==> config.mk <==
export PLATFORM = sky130hd
export DESIGN_NAME = edit_distance_engine
export DESIGN_NICKNAME = d
export VERILOG_FILES = /design/src/sv/edd_pkg.sv /design/src/sv/edd_ram.sv /design/src/sv/edd_cell.sv /design/src/sv/edit_distance_engine.sv
export SDC_FILE = /design/constraint.sdc
export NUM_CORES = 2
export LEC_CHECK = 0
export BUFFER_PORTS_ARGS = -buffer_cell sky130_fd_sc_hd__buf_4
export CORE_MARGIN = 4
export CORE_UTILIZATION = 50
export CTS_CLUSTER_SIZE = 28
export DETAILED_ROUTE_END_ITERATION = 7
export GPL_ROUTABILITY_DRIVEN = 0
export PLACE_DENSITY = 0.65
export SLEW_MARGIN = 40
export SYNTH_ARGS = -nofsm -noshare
export SYNTH_HDL_FRONTEND = slang
export SYNTH_SLANG_ARGS = --single-unit
export TNS_END_PERCENT = 20
==> constraint.sdc <==
create_clock -name i_clk -period 5.6 [get_ports i_clk]
set_input_delay 1.68 -clock i_clk [delete_from_list [all_inputs] [get_ports i_clk]]
set_output_delay 1.68 -clock i_clk [all_outputs]
set_load 0.01 [all_outputs]
==> src/sv/edd_pkg.sv <==
`timescale 1ns / 1ps

package edd_pkg;

    // request kinds
    localparam logic [1:0] KIND_SRC = 2'd0;
    localparam logic [1:0] KIND_TGT = 2'd1;
    localparam logic [1:0] KIND_RUN = 2'd2;

    typedef enum logic [1:0] {
        S_IDLE,
        S_FEED,
        S_WAIT,
        S_DONE
    } t_state;

    // control that travels with each wavefront token
    typedef struct packed {
        logic valid;
        logic last;
    } t_wave_ctl;

endpackage

==> src/sv/edd_ram.sv <==
`timescale 1ns / 1ps

module edd_ram #(
    parameter int WIDTH = 8,
    parameter int DEPTH = 32,
    localparam int AW = (DEPTH > 1) ? $clog2(DEPTH) : 1
) (
    input  logic             i_clk,
    input  logic             i_we,
    input  logic [AW-1:0]    i_waddr,
    input  logic [WIDTH-1:0] i_wdata,
    input  logic             i_re,
    input  logic [AW-1:0]    i_raddr,
    output logic [WIDTH-1:0] o_rdata
);

    logic [WIDTH-1:0] r_mem [DEPTH];
    logic [WIDTH-1:0] r_rdata;

    always_ff @(posedge i_clk) begin
        if (i_we) begin
            r_mem[i_waddr] <= i_wdata;
        end
        if (i_re) begin
            r_rdata <= r_mem[i_raddr];
        end
    end

    assign o_rdata = r_rdata;

endmodule

==> src/sv/edd_cell.sv <==
`timescale 1ns / 1ps

// One DP column: holds target char and D[i-1][j], produces D[i][j].
module edd_cell #(
    parameter int IDX = 1,
    parameter int VW  = 6
) (
    input  logic                 i_clk,
    input  logic                 i_rst_n,
    input  logic                 i_init,
    input  logic                 i_we,
    input  logic [7:0]           i_wsym,
    input  edd_pkg::t_wave_ctl   i_ctl,
    input  logic [7:0]           i_sym,
    input  logic [VW-1:0]        i_left,
    input  logic [VW-1:0]        i_diag,
    output edd_pkg::t_wave_ctl   o_ctl,
    output logic [7:0]           o_sym,
    output logic [VW-1:0]        o_left,
    output logic [VW-1:0]        o_diag
);

    import edd_pkg::*;

    t_wave_ctl     r_ctl;
    logic [7:0]    r_tchar;
    logic [7:0]    r_sym;
    logic [VW-1:0] r_val;
    logic [VW-1:0] r_diag;
    logic [VW-1:0] n_val;
    logic [VW-1:0] w_min;

    always_comb begin
        w_min = i_diag;
        if (r_val < w_min) begin
            w_min = r_val;
        end
        if (i_left < w_min) begin
            w_min = i_left;
        end
        n_val = (i_sym == r_tchar) ? i_diag : w_min + VW'(1);
    end

    always_ff @(posedge i_clk) begin
        if (!i_rst_n) begin
            r_ctl <= '0;
        end else if (i_init) begin
            r_ctl <= '0;
        end else begin
            r_ctl <= i_ctl;
        end
    end

    always_ff @(posedge i_clk) begin
        if (i_we) begin
            r_tchar <= i_wsym;
        end
        if (i_init) begin
            r_val <= VW'(IDX);
        end else if (i_ctl.valid) begin
            r_val  <= n_val;
            r_diag <= r_val;
            r_sym  <= i_sym;
        end
    end

    assign o_ctl  = r_ctl;
    assign o_sym  = r_sym;
    assign o_left = r_val;
    assign o_diag = r_diag;

endmodule

==> src/sv/edit_distance_engine.sv <==
`timescale 1ns / 1ps
// Operation: an append request writes one char to its store; a compute request with m source and n target
//   chars reads the m source chars into the systolic row and waits for the wavefront to pass n cells.
// Throughput: one append per cycle while idle; compute blocks new requests until its result is
//   registered, which waits while a previous result is held and not taken.
// Reset: synchronous active-low; clears lengths, overflow flag, FSM and output valid.
module edit_distance_engine #(
    parameter int MAX_LEN = 32
) (
    input  logic       i_clk,
    input  logic       i_rst_n,
    input  logic       i_in_valid,
    output logic       o_in_ready,
    input  logic [1:0] i_kind,
    input  logic [7:0] i_symbol,
    output logic       o_out_valid,
    input  logic       i_out_ready,
    output logic [5:0] o_distance,
    output logic       o_truncated
);

    import edd_pkg::*;

    // LW holds a length 0..MAX_LEN; AW indexes a store entry
    localparam int LW = $clog2(MAX_LEN + 1);
    localparam int AW = (MAX_LEN > 1) ? $clog2(MAX_LEN) : 1;

    t_state        r_state, n_state;

    logic [LW-1:0] r_slen;          // source chars stored
    logic [LW-1:0] r_tlen;          // target chars stored
    logic          r_ovf;           // a char was dropped since last compute
    logic [LW-1:0] r_m, r_n;        // snapshot of lengths for the running compute
    logic          r_trunc;
    logic [LW-1:0] r_rd_idx;        // next source char to read
    logic          r_rd_pend;       // RAM read data is valid this cycle
    logic [LW-1:0] r_feed_row;      // row index i of the token being fed
    logic          r_feed_last;
    logic [LW-1:0] r_dist;
    logic          r_out_valid;
    logic [5:0]    r_out_dist;
    logic          r_out_trunc;

    logic          w_in_acc;
    logic          w_src_wr;
    logic          w_tgt_wr;
    logic          w_run;
    logic          w_empty;
    logic          w_rd_en;
    logic          w_done;
    logic          w_load_out;
    logic [7:0]    w_rdata;

    t_wave_ctl     w_feed_ctl;
    logic [LW-1:0] w_feed_diag;

    // wavefront buses: index 0 is the feed, index k+1 leaves cell k
    t_wave_ctl     w_ctl  [MAX_LEN+1];
    logic [7:0]    w_sym  [MAX_LEN+1];
    logic [LW-1:0] w_left [MAX_LEN+1];
    logic [LW-1:0] w_diag [MAX_LEN+1];
    logic          w_twe  [MAX_LEN];

    //------------------------------------------------------------------
    // request decode
    //------------------------------------------------------------------
    assign w_in_acc = i_in_valid && o_in_ready;
    assign w_src_wr = w_in_acc && (i_kind == KIND_SRC) && (r_slen != LW'(MAX_LEN));
    assign w_tgt_wr = w_in_acc && (i_kind == KIND_TGT) && (r_tlen != LW'(MAX_LEN));
    assign w_run    = w_in_acc && (i_kind == KIND_RUN);
    assign w_empty  = (r_slen == '0) || (r_tlen == '0);

    //------------------------------------------------------------------
    // next state
    //------------------------------------------------------------------
    always_comb begin
        n_state = r_state;
        case (r_state)
            S_IDLE: begin
                if (w_run) begin
                    n_state = w_empty ? S_DONE : S_FEED;
                end
            end
            S_FEED: begin
                if (r_rd_idx + LW'(1) == r_m) begin
                    n_state = S_WAIT;
                end
            end
            S_WAIT: begin
                if (w_done) begin
                    n_state = S_DONE;
                end
            end
            S_DONE: begin
                if (w_load_out) begin
                    n_state = S_IDLE;
                end
            end
            default: n_state = S_IDLE;
        endcase
    end

    //------------------------------------------------------------------
    // state outputs
    //------------------------------------------------------------------
    always_comb begin
        o_in_ready = 1'b0;
        w_rd_en    = 1'b0;
        w_load_out = 1'b0;
        case (r_state)
            S_IDLE: o_in_ready = 1'b1;
            S_FEED: w_rd_en = 1'b1;
            S_WAIT: ;
            S_DONE: w_load_out = !r_out_valid || i_out_ready;
            default: ;
        endcase
    end

    //------------------------------------------------------------------
    // control registers
    //------------------------------------------------------------------
    always_ff @(posedge i_clk) begin
        if (!i_rst_n) begin
            r_state     <= S_IDLE;
            r_slen      <= '0;
            r_tlen      <= '0;
            r_ovf       <= 1'b0;
            r_rd_pend   <= 1'b0;
            r_out_valid <= 1'b0;
        end else begin
            r_state   <= n_state;
            r_rd_pend <= w_rd_en;
            if (w_run) begin
                r_slen <= '0;
                r_tlen <= '0;
                r_ovf  <= 1'b0;
            end else begin
                if (w_src_wr) begin
                    r_slen <= r_slen + LW'(1);
                end
                if (w_tgt_wr) begin
                    r_tlen <= r_tlen + LW'(1);
                end
                // append to a full store drops the char
                if (w_in_acc && (i_kind == KIND_SRC || i_kind == KIND_TGT) &&
                    !w_src_wr && !w_tgt_wr) begin
                    r_ovf <= 1'b1;
                end
            end
            if (w_load_out) begin
                r_out_valid <= 1'b1;
            end else if (i_out_ready) begin
                r_out_valid <= 1'b0;
            end
        end
    end

    //------------------------------------------------------------------
    // datapath registers
    //------------------------------------------------------------------
    always_ff @(posedge i_clk) begin
        if (w_run) begin
            r_m      <= r_slen;
            r_n      <= r_tlen;
            r_trunc  <= r_ovf;
            r_rd_idx <= '0;
            // one string empty: distance is the other length
            r_dist   <= r_slen + r_tlen;
        end
        if (w_rd_en) begin
            r_rd_idx    <= r_rd_idx + LW'(1);
            r_feed_row  <= r_rd_idx + LW'(1);
            r_feed_last <= (r_rd_idx + LW'(1) == r_m);
        end
        if (r_state == S_WAIT && w_done) begin
            r_dist <= w_left[r_n];
        end
        if (w_load_out) begin
            r_out_dist  <= 6'(r_dist);
            r_out_trunc <= r_trunc;
        end
    end

    //------------------------------------------------------------------
    // source store
    //------------------------------------------------------------------
    edd_ram #(
        .WIDTH (8),
        .DEPTH (MAX_LEN)
    ) u_src_ram (
        .i_clk   (i_clk),
        .i_we    (w_src_wr),
        .i_waddr (r_slen[AW-1:0]),
        .i_wdata (i_symbol),
        .i_re    (w_rd_en),
        .i_raddr (r_rd_idx[AW-1:0]),
        .o_rdata (w_rdata)
    );

    //------------------------------------------------------------------
    // feed: column 0 of row i is i, diagonal is i-1
    //------------------------------------------------------------------
    assign w_feed_ctl.valid = r_rd_pend;
    assign w_feed_ctl.last  = r_feed_last;
    assign w_feed_diag      = r_feed_row - LW'(1);

    assign w_ctl[0]  = w_feed_ctl;
    assign w_sym[0]  = w_rdata;
    assign w_left[0] = r_feed_row;
    assign w_diag[0] = w_feed_diag;

    //------------------------------------------------------------------
    // systolic row: cell k holds column k+1 and target char k
    //------------------------------------------------------------------
    for (genvar k = 0; k < MAX_LEN; k++) begin : g_cell
        assign w_twe[k] = w_tgt_wr && (r_tlen == LW'(k));

        edd_cell #(
            .IDX (k + 1),
            .VW  (LW)
        ) u_cell (
            .i_clk   (i_clk),
            .i_rst_n (i_rst_n),
            .i_init  (w_run),
            .i_we    (w_twe[k]),
            .i_wsym  (i_symbol),
            .i_ctl   (w_ctl[k]),
            .i_sym   (w_sym[k]),
            .i_left  (w_left[k]),
            .i_diag  (w_diag[k]),
            .o_ctl   (w_ctl[k+1]),
            .o_sym   (w_sym[k+1]),
            .o_left  (w_left[k+1]),
            .o_diag  (w_diag[k+1])
        );
    end

    // the last source row has passed column n once its token leaves cell n-1
    assign w_done = w_ctl[r_n].valid && w_ctl[r_n].last;

    assign o_out_valid = r_out_valid;
    assign o_distance  = r_out_dist;
    assign o_truncated = r_out_trunc;

`ifndef SYNTHESIS
    a_len_bound: assert property (@(posedge i_clk) disable iff (!i_rst_n)
        (r_slen <= LW'(MAX_LEN)) && (r_tlen <= LW'(MAX_LEN)))
        else $error("store length beyond depth");

    a_done_in_wait: assert property (@(posedge i_clk) disable iff (!i_rst_n)
        w_done |-> (r_state == S_WAIT))
        else $error("wavefront finished outside wait state");

    a_feed_range: assert property (@(posedge i_clk) disable iff (!i_rst_n)
        (r_state == S_FEED) |-> (r_rd_idx < r_m))
        else $error("source read beyond length");

    a_done_result: assert property (@(posedge i_clk) disable iff (!i_rst_n)
        (r_state == S_WAIT && w_done) |=> (r_state == S_DONE))
        else $error("result not taken after wavefront");
`endif

endmodule
After elaboration in Yosys (flattened, before gate mapping)
Memories as Yosys holds them, arrays and structs flattened. A register that Yosys moved wholly into a read port is not among the register bits.
Index checks and enable logic that the tools add are counted.
{ "word_totals": {"register_bits": 1002, "latchBits": 0, "ramBits": 256, "romBits": 0, "out_inout_bits": 9, "wordCells": 594, "mem_count": 1} }
{ "memory_table": {"columns": ["memory", "words", "word_bits", "rd", "rd_clocked_by_memory_dff", "wr", "line", "rtl"], "rows": [
  ["u_src_ram.r_mem", 32, 8, 1, 1, 1, "edd_ram.sv:17", "logic [WIDTH-1:0] r_mem [DEPTH];"]
]} }
{ "classes": {"add_sub_neg": 37, "mul": 0, "div_mod_pow": 0, "magnitude_cmp": 65, "n_eq_ne": 75, "shift": 0, "muxes": 119, "bitwise_logic": 3, "n_reduce_logical": 89} }
{ "ops": {"columns": ["operator", "count"], "rows": [
  ["$mux W6", 102],
  ["$lt A6 B6 Y1", 64],
  ["$eq A8 B8 Y1", 32],
  ["$add A6 B1 Y6 const B", 35],
  ["$eq A6 B5 Y1 const B", 16],
  ["$reduce_and A2 Y1", 31],
  ["$eq A6 B4 Y1 const B", 8],
  ["$logic_and A1 B1 Y1", 43],
  ["$bmux W6 S6", 1],
  ["$eq A6 B3 Y1 const B", 4],
  ["$mux W2", 7],
  ["$bmux W2 S6", 1],
  ["$eq A6 B2 Y1 const B", 2],
  ["$logic_not A6 Y1", 2],
  ["$ne A6 B6 Y1 const B", 2],
  ["$pmux W2 S4", 1],
  ["$ge A7 B7 Y1 const B", 1],
  ["$mux W1", 7],
  ["$not A6 Y7", 1],
  ["$add A6 B6 Y6", 1],
  ["$eq A2 B2 Y1 const B", 3],
  ["$eq A6 B1 Y1 const B", 1],
  ["$eq A6 B6 Y1", 1],
  ["$ne A2 B2 Y1 const B", 3],
  ["other kinds (10)", 19]
]} }

Logic depth before layout (Yosys ltp)
{ "depth": {"ltp_word": 8, "mapped_depth": 25} }

By module
A second synthesis with hierarchy kept.
{ "hier_totals": {"hier_cells": 5763, "area_unflattened_um2": 69278.9} }
{ "by_module_without_submodules": {"columns": ["mod", "n_inst", "cells_each", "area_per_inst_um2"], "rows": [
  ["edd_ram", 1, 417, 10133.5],
  ["edd_cell at g_cell[18].u_cell ...", 3, 151, 1671.6],
  ["edit_distance_engine", 1, 453, 4789.6],
  ["edd_cell at g_cell[20].u_cell ...", 2, 158, 1725.4],
  ["edd_cell at g_cell[0].u_cell", 1, 160, 1760.4],
  ["edd_cell at g_cell[1].u_cell", 1, 160, 1757.9],
  ["edd_cell at g_cell[30].u_cell", 1, 150, 1745.4],
  ["edd_cell at g_cell[28].u_cell", 1, 149, 1741.7],
  ["edd_cell at g_cell[22].u_cell", 1, 159, 1729.2],
  ["edd_cell at g_cell[3].u_cell", 1, 157, 1722.9],
  ["edd_cell at g_cell[19].u_cell", 1, 157, 1721.7],
  ["edd_cell at g_cell[2].u_cell", 1, 157, 1714.1],
  ["edd_cell at g_cell[5].u_cell", 1, 158, 1709.1],
  ["edd_cell at g_cell[14].u_cell", 1, 150, 1707.9],
  ["+17 rows", null, null, null]
]} }

Worst setup path before layout
No wires, ideal clock.
{ "synth_path": {"kind": "register -> register", "from": "reg g_cell[24].u_cell.r_diag[1]", "to": "reg g_cell[25].u_cell.r_val[4]", "setup_time_ns": 0.168, "arrival_ns": 4.370, "t_required_ns": 5.432, "slack_ns": 1.061, "stages_incl_launch_ff": 23, "n_path_buf": 2, "path_cell_list": "edfxtp_1 -> inv_1 -> ha_1 -> a2111oi_0 -> o21a_1 -> or2_1 -> buf_2 -> clkbuf_1 -> nor2_1 -> a21oi_1 -> ha_1 -> a21oi_1 -> o21ai_0 -> or2_2 -> nor4b_1 -> a311oi_1 -> ha_1 -> nand3_1 -> xor2_1 -> nand2_1 -> o2111ai_1 -> o31a_1 -> a31oi_1"} }
{ "synth_between": {"elab_chain_cells": 6} }
{ "synth_lines": {"columns": ["element", "line", "rtl"], "rows": [
  ["start, declared", "edd_cell.sv:29", "logic [VW-1:0] r_diag;"],
  ["start signal, assigned", "edd_cell.sv:62", "r_diag <= r_val;"],
  ["$lt A6 B6 Y1", "edd_cell.sv:35", "if (r_val < w_min) begin"],
  ["$mux W6 (*)", "edd_cell.sv:35", null],
  ["$lt A6 B6 Y1", "edd_cell.sv:38", "if (i_left < w_min) begin"],
  ["$mux W6 (*)", "edd_cell.sv:38", null],
  ["$add A6 B1 Y6 (*)", "edd_cell.sv:41", "n_val = (i_sym == r_tchar) ? i_diag : w_min + VW'(1);"],
  ["$mux W6 (*)", "edd_cell.sv:41", null],
  ["end signal, assigned", "edd_cell.sv:59", "r_val <= VW'(IDX);"],
  ["end signal, assigned", "edd_cell.sv:61", "r_val <= n_val;"],
  ["end, declared", "edd_cell.sv:28", "logic [VW-1:0] r_val;"]
]} }
Every way passes the cells marked *; elsewhere a longest branch is shown, timed or not.
A chain may end at the register's enable or synchronous reset.

Worst setup path in the final report
Same ends and word-level chain as after synthesis.

==> impl_metrics.env <==
export IMPL_drtIter0Drc=4111
export IMPL_grt_pass1_vias=45130
export IMPL_syn_cell_area_sq_mm=0.06683
export IMPL_skew_ns=0.02955
export IMPL_required_ns=6.29
export IMPL_avgSynthCellArea_sq_um=11.51
export IMPL_die_x_um=373.6
export IMPL_rrSetupSlack_ns=0.44
export IMPL_holdCritPathClass="flip-flop to flip-flop"
export IMPL_grt_util_all_layers=0.2383
export IMPL_ctsHoldBuffers=0
export IMPL_setup_viol=0
export IMPL_path_clk_slew_ns=0.06
export IMPL_final_cell_mix="edfxtp_1, nand2_1, nor2_1"
export IMPL_root_buffer="clkbuf_16"
export IMPL_post_route_util=0.5594
export IMPL_fin_crit_sh=0.9221
export IMPL_slew_violations=0
export IMPL_fin_setup_tns_ns=0
export IMPL_antenna_found_initial=3
export IMPL_cts_buffers=137
export IMPL_clkSinkCount=1266
export IMPL_grt_max_degree=98
export IMPL_place_hpwl_um=116100
export IMPL_synth_nets=6191
export IMPL_status="completed"
export IMPL_hold_viol=0
export IMPL_routed_via_count=46590
export IMPL_nets=6266
export IMPL_synth_top_area_frac=0.4462
export IMPL_critPathKind="flip-flop to flip-flop"
export IMPL_layout_min_cycle_time_ns=5.164
export IMPL_coreArea_sq_mm=0.1321
export IMPL_yosys_area_top_type="edfxtp_1"
export IMPL_start_util=0.5058
export IMPL_die_h_um=373.6
export IMPL_yosys_warnings=0
export IMPL_crit_path_end_kind="flip-flop"
export IMPL_die_area_sq_mm=0.1396
export IMPL_syn_inst=5807
export IMPL_worstPathArrival_ns=5.85
export IMPL_wl_per_cell_um=21.97
export IMPL_io_buffer_count=22
export IMPL_overflow=0
export IMPL_max_slew_margin_rel=0.3510
export IMPL_ioPinCount=23
export IMPL_clock_latency_ns=0.77
export IMPL_cp_start_kind="flip-flop"
export IMPL_drt_pass1_iterations=6
export IMPL_yosysSeqAreaShare=0.5280
export IMPL_htreeDepth=4
export IMPL_areaGrowthSynthToFinish_pct=10.60
export IMPL_p_leak_uw=0.02773
export IMPL_ant_nets=0
export IMPL_tightestPinTransition_ns=0.9715
export IMPL_synth_edf_count=993
export IMPL_drcViolationCount=0
export IMPL_fmax_mhz=193.7
export IMPL_routed_wl_um=170300
export IMPL_peakVddDrop_uv=374.8
export IMPL_rsz0062_at_grt="no"
export IMPL_clk_path_buf_depth=3
export IMPL_synth_seq_cells=1266
export IMPL_grt_pass1_wl_um=264800
export IMPL_ys_async_sr_fraction=0
export IMPL_cp_max_fo=16
export IMPL_postCtsResizedCells=0
export IMPL_row_count=133
export IMPL_synth_main_ff_cell="edfxtp_1"
export IMPL_power_density_mw_per_mm2=342.5
export IMPL_yosysUniqueCellTypes=91
export IMPL_cts_tree="done"
export IMPL_cap_viol_max_count=0
export IMPL_ys_top_cells_by_area="edfxtp_1, dfxtp_1, ha_1"
export IMPL_final_layout_size_suffix_gt1_frac=0.09174
export IMPL_cts_setup_buffers=0
export IMPL_viasPerCell=6.010
export IMPL_final_common_cell="edfxtp_1"
==> worst max-delay path, stage by stage (launching register included) <==
cell and delay [ns]:
edfxtp_1 0.40, inv_1 0.15, ha_1 0.25, a2111oi_0 0.38
o21a_1 0.22, or2_1 0.43, nor2_1 0.11, a21oi_1 0.25
ha_1 0.30, a21oi_1 0.15, o21ai_0 0.15, or2_2 0.36
nor4b_1 0.15, a311oi_1 0.65, ha_1 0.40, nand3_1 0.12
xor2_1 0.15, nand2_1 0.06, o2111ai_1 0.12, o31a_1 0.14
a31oi_1 0.14
==> state kept, by name, summed over array words and instances (netlist names), 2 cells and up <==
signal,count
g_cell.u_cell.r_tchar,256
o_distance,6
r_state,2
r_rd_idx,6
g_cell.u_cell.o_sym,248
r_slen,6
r_n,6
g_cell.u_cell.o_ctl,64
g_cell.u_cell.o_diag,186
r_dist,6
u_src_ram.o_rdata,8
u_src_ram.r_mem,256
r_m,6
r_feed_row,6
g_cell.u_cell.o_left,192
r_tlen,6
==> final cells by class <==
| class | count | area (sq um) |
|---|---|---|
| Fill cell | 10980 | 58210 |
| Sequential cell | 1266 | 35280 |
| Multi-Input combinational cell | 4038 | 29730 |
| Clock buffer | 175 | 3642 |
| Tap cell | 1755 | 2196 |
| Inverter | 320 | 1206 |
| Timing Repair Buffer | 119 | 984.7 |
| Clock inverter | 77 | 872.1 |
| Antenna cell | 2 | 5.005 |
==> per-stage QoR <==
step | hold slack, ns | power [uW] | worst slack [ns] | std cells | cell area (sq um)
floorplan | 0.4003 | 14770 | 1.061 | 5807 | 66830
global placement | 0.4049 | 16240 | 0.6578 | 7494 | 69240
detailed placement | 0.4045 | 16350 | 0.5757 | 7495 | 69320
CTS | 0.4215 | 25420 | 0.5124 | 7747 | 73840
global route | 0.4353 | 26510 | 0.01477 | 7750 | 73910
finish | 0.4193 | 25320 | 0.4364 | 7752 | 73920
==> power breakdown <==
group          switching [uW]  internal (uW)
registers                 402          10400
logic                    3290           2180
clock network            3830           5220
==> metal layers <==
metal  routed length, um  vias to the layer above  global-route usage
met2               78080                     1395              0.3767
met4                3845                        0             0.06502
met1               77220                    22980              0.3418
met5                   0                        -                   0
met3               11140                      270             0.03938
li1                    -                    21950                   -
==> final timing paths <==
path / from / end / cells after the start
setup reg to reg: g_cell[24].u_cell.o_diag[1] / g_cell[25].u_cell.o_left[4] / 20
setup / recovery: g_cell[24].u_cell.o_diag[1] / g_cell[25].u_cell.o_left[4] / 20
hold / removal: r_dist[0] / o_distance[0] / 0
hold reg to reg: r_dist[0] / o_distance[0] / 0
==> Yosys cell counts, types with 53 or more instances <==
cell	number
and3_1	89
a21oi_1	270
o21ai_0	305
nor2_1	382
nand2_1	478
a211oi_1	66
mux2i_1	271
nand3_1	165
nand4_1	53
inv_1	316
mux4_2	96
ha_1	369
nor4_1	72
clkbuf_1	148
xor2_1	321
a21o_1	97
o211ai_1	71
nor3_1	67
dfxtp_1	273
xnor2_1	149
nand2b_1	60
edfxtp_1	993
==> cell families (layout without fill, tap and decap cells) <==
group / after synthesis / count (layout) / synth area share
flops: 1266 / 1266 / 0.5280
buf+inv: 503 / 691 / 0.02855
compound gates: 1217 / 1217 / 0.1194
xor+xnor: 470 / 470 / 0.06159
mux: 410 / 410 / 0.08018
other cells: 0 / 2 / 0
simple gates: 1570 / 1570 / 0.1128
fa+ha+maj: 371 / 371 / 0.06953
No activity file was read; power rests on OpenSTA's default activity.
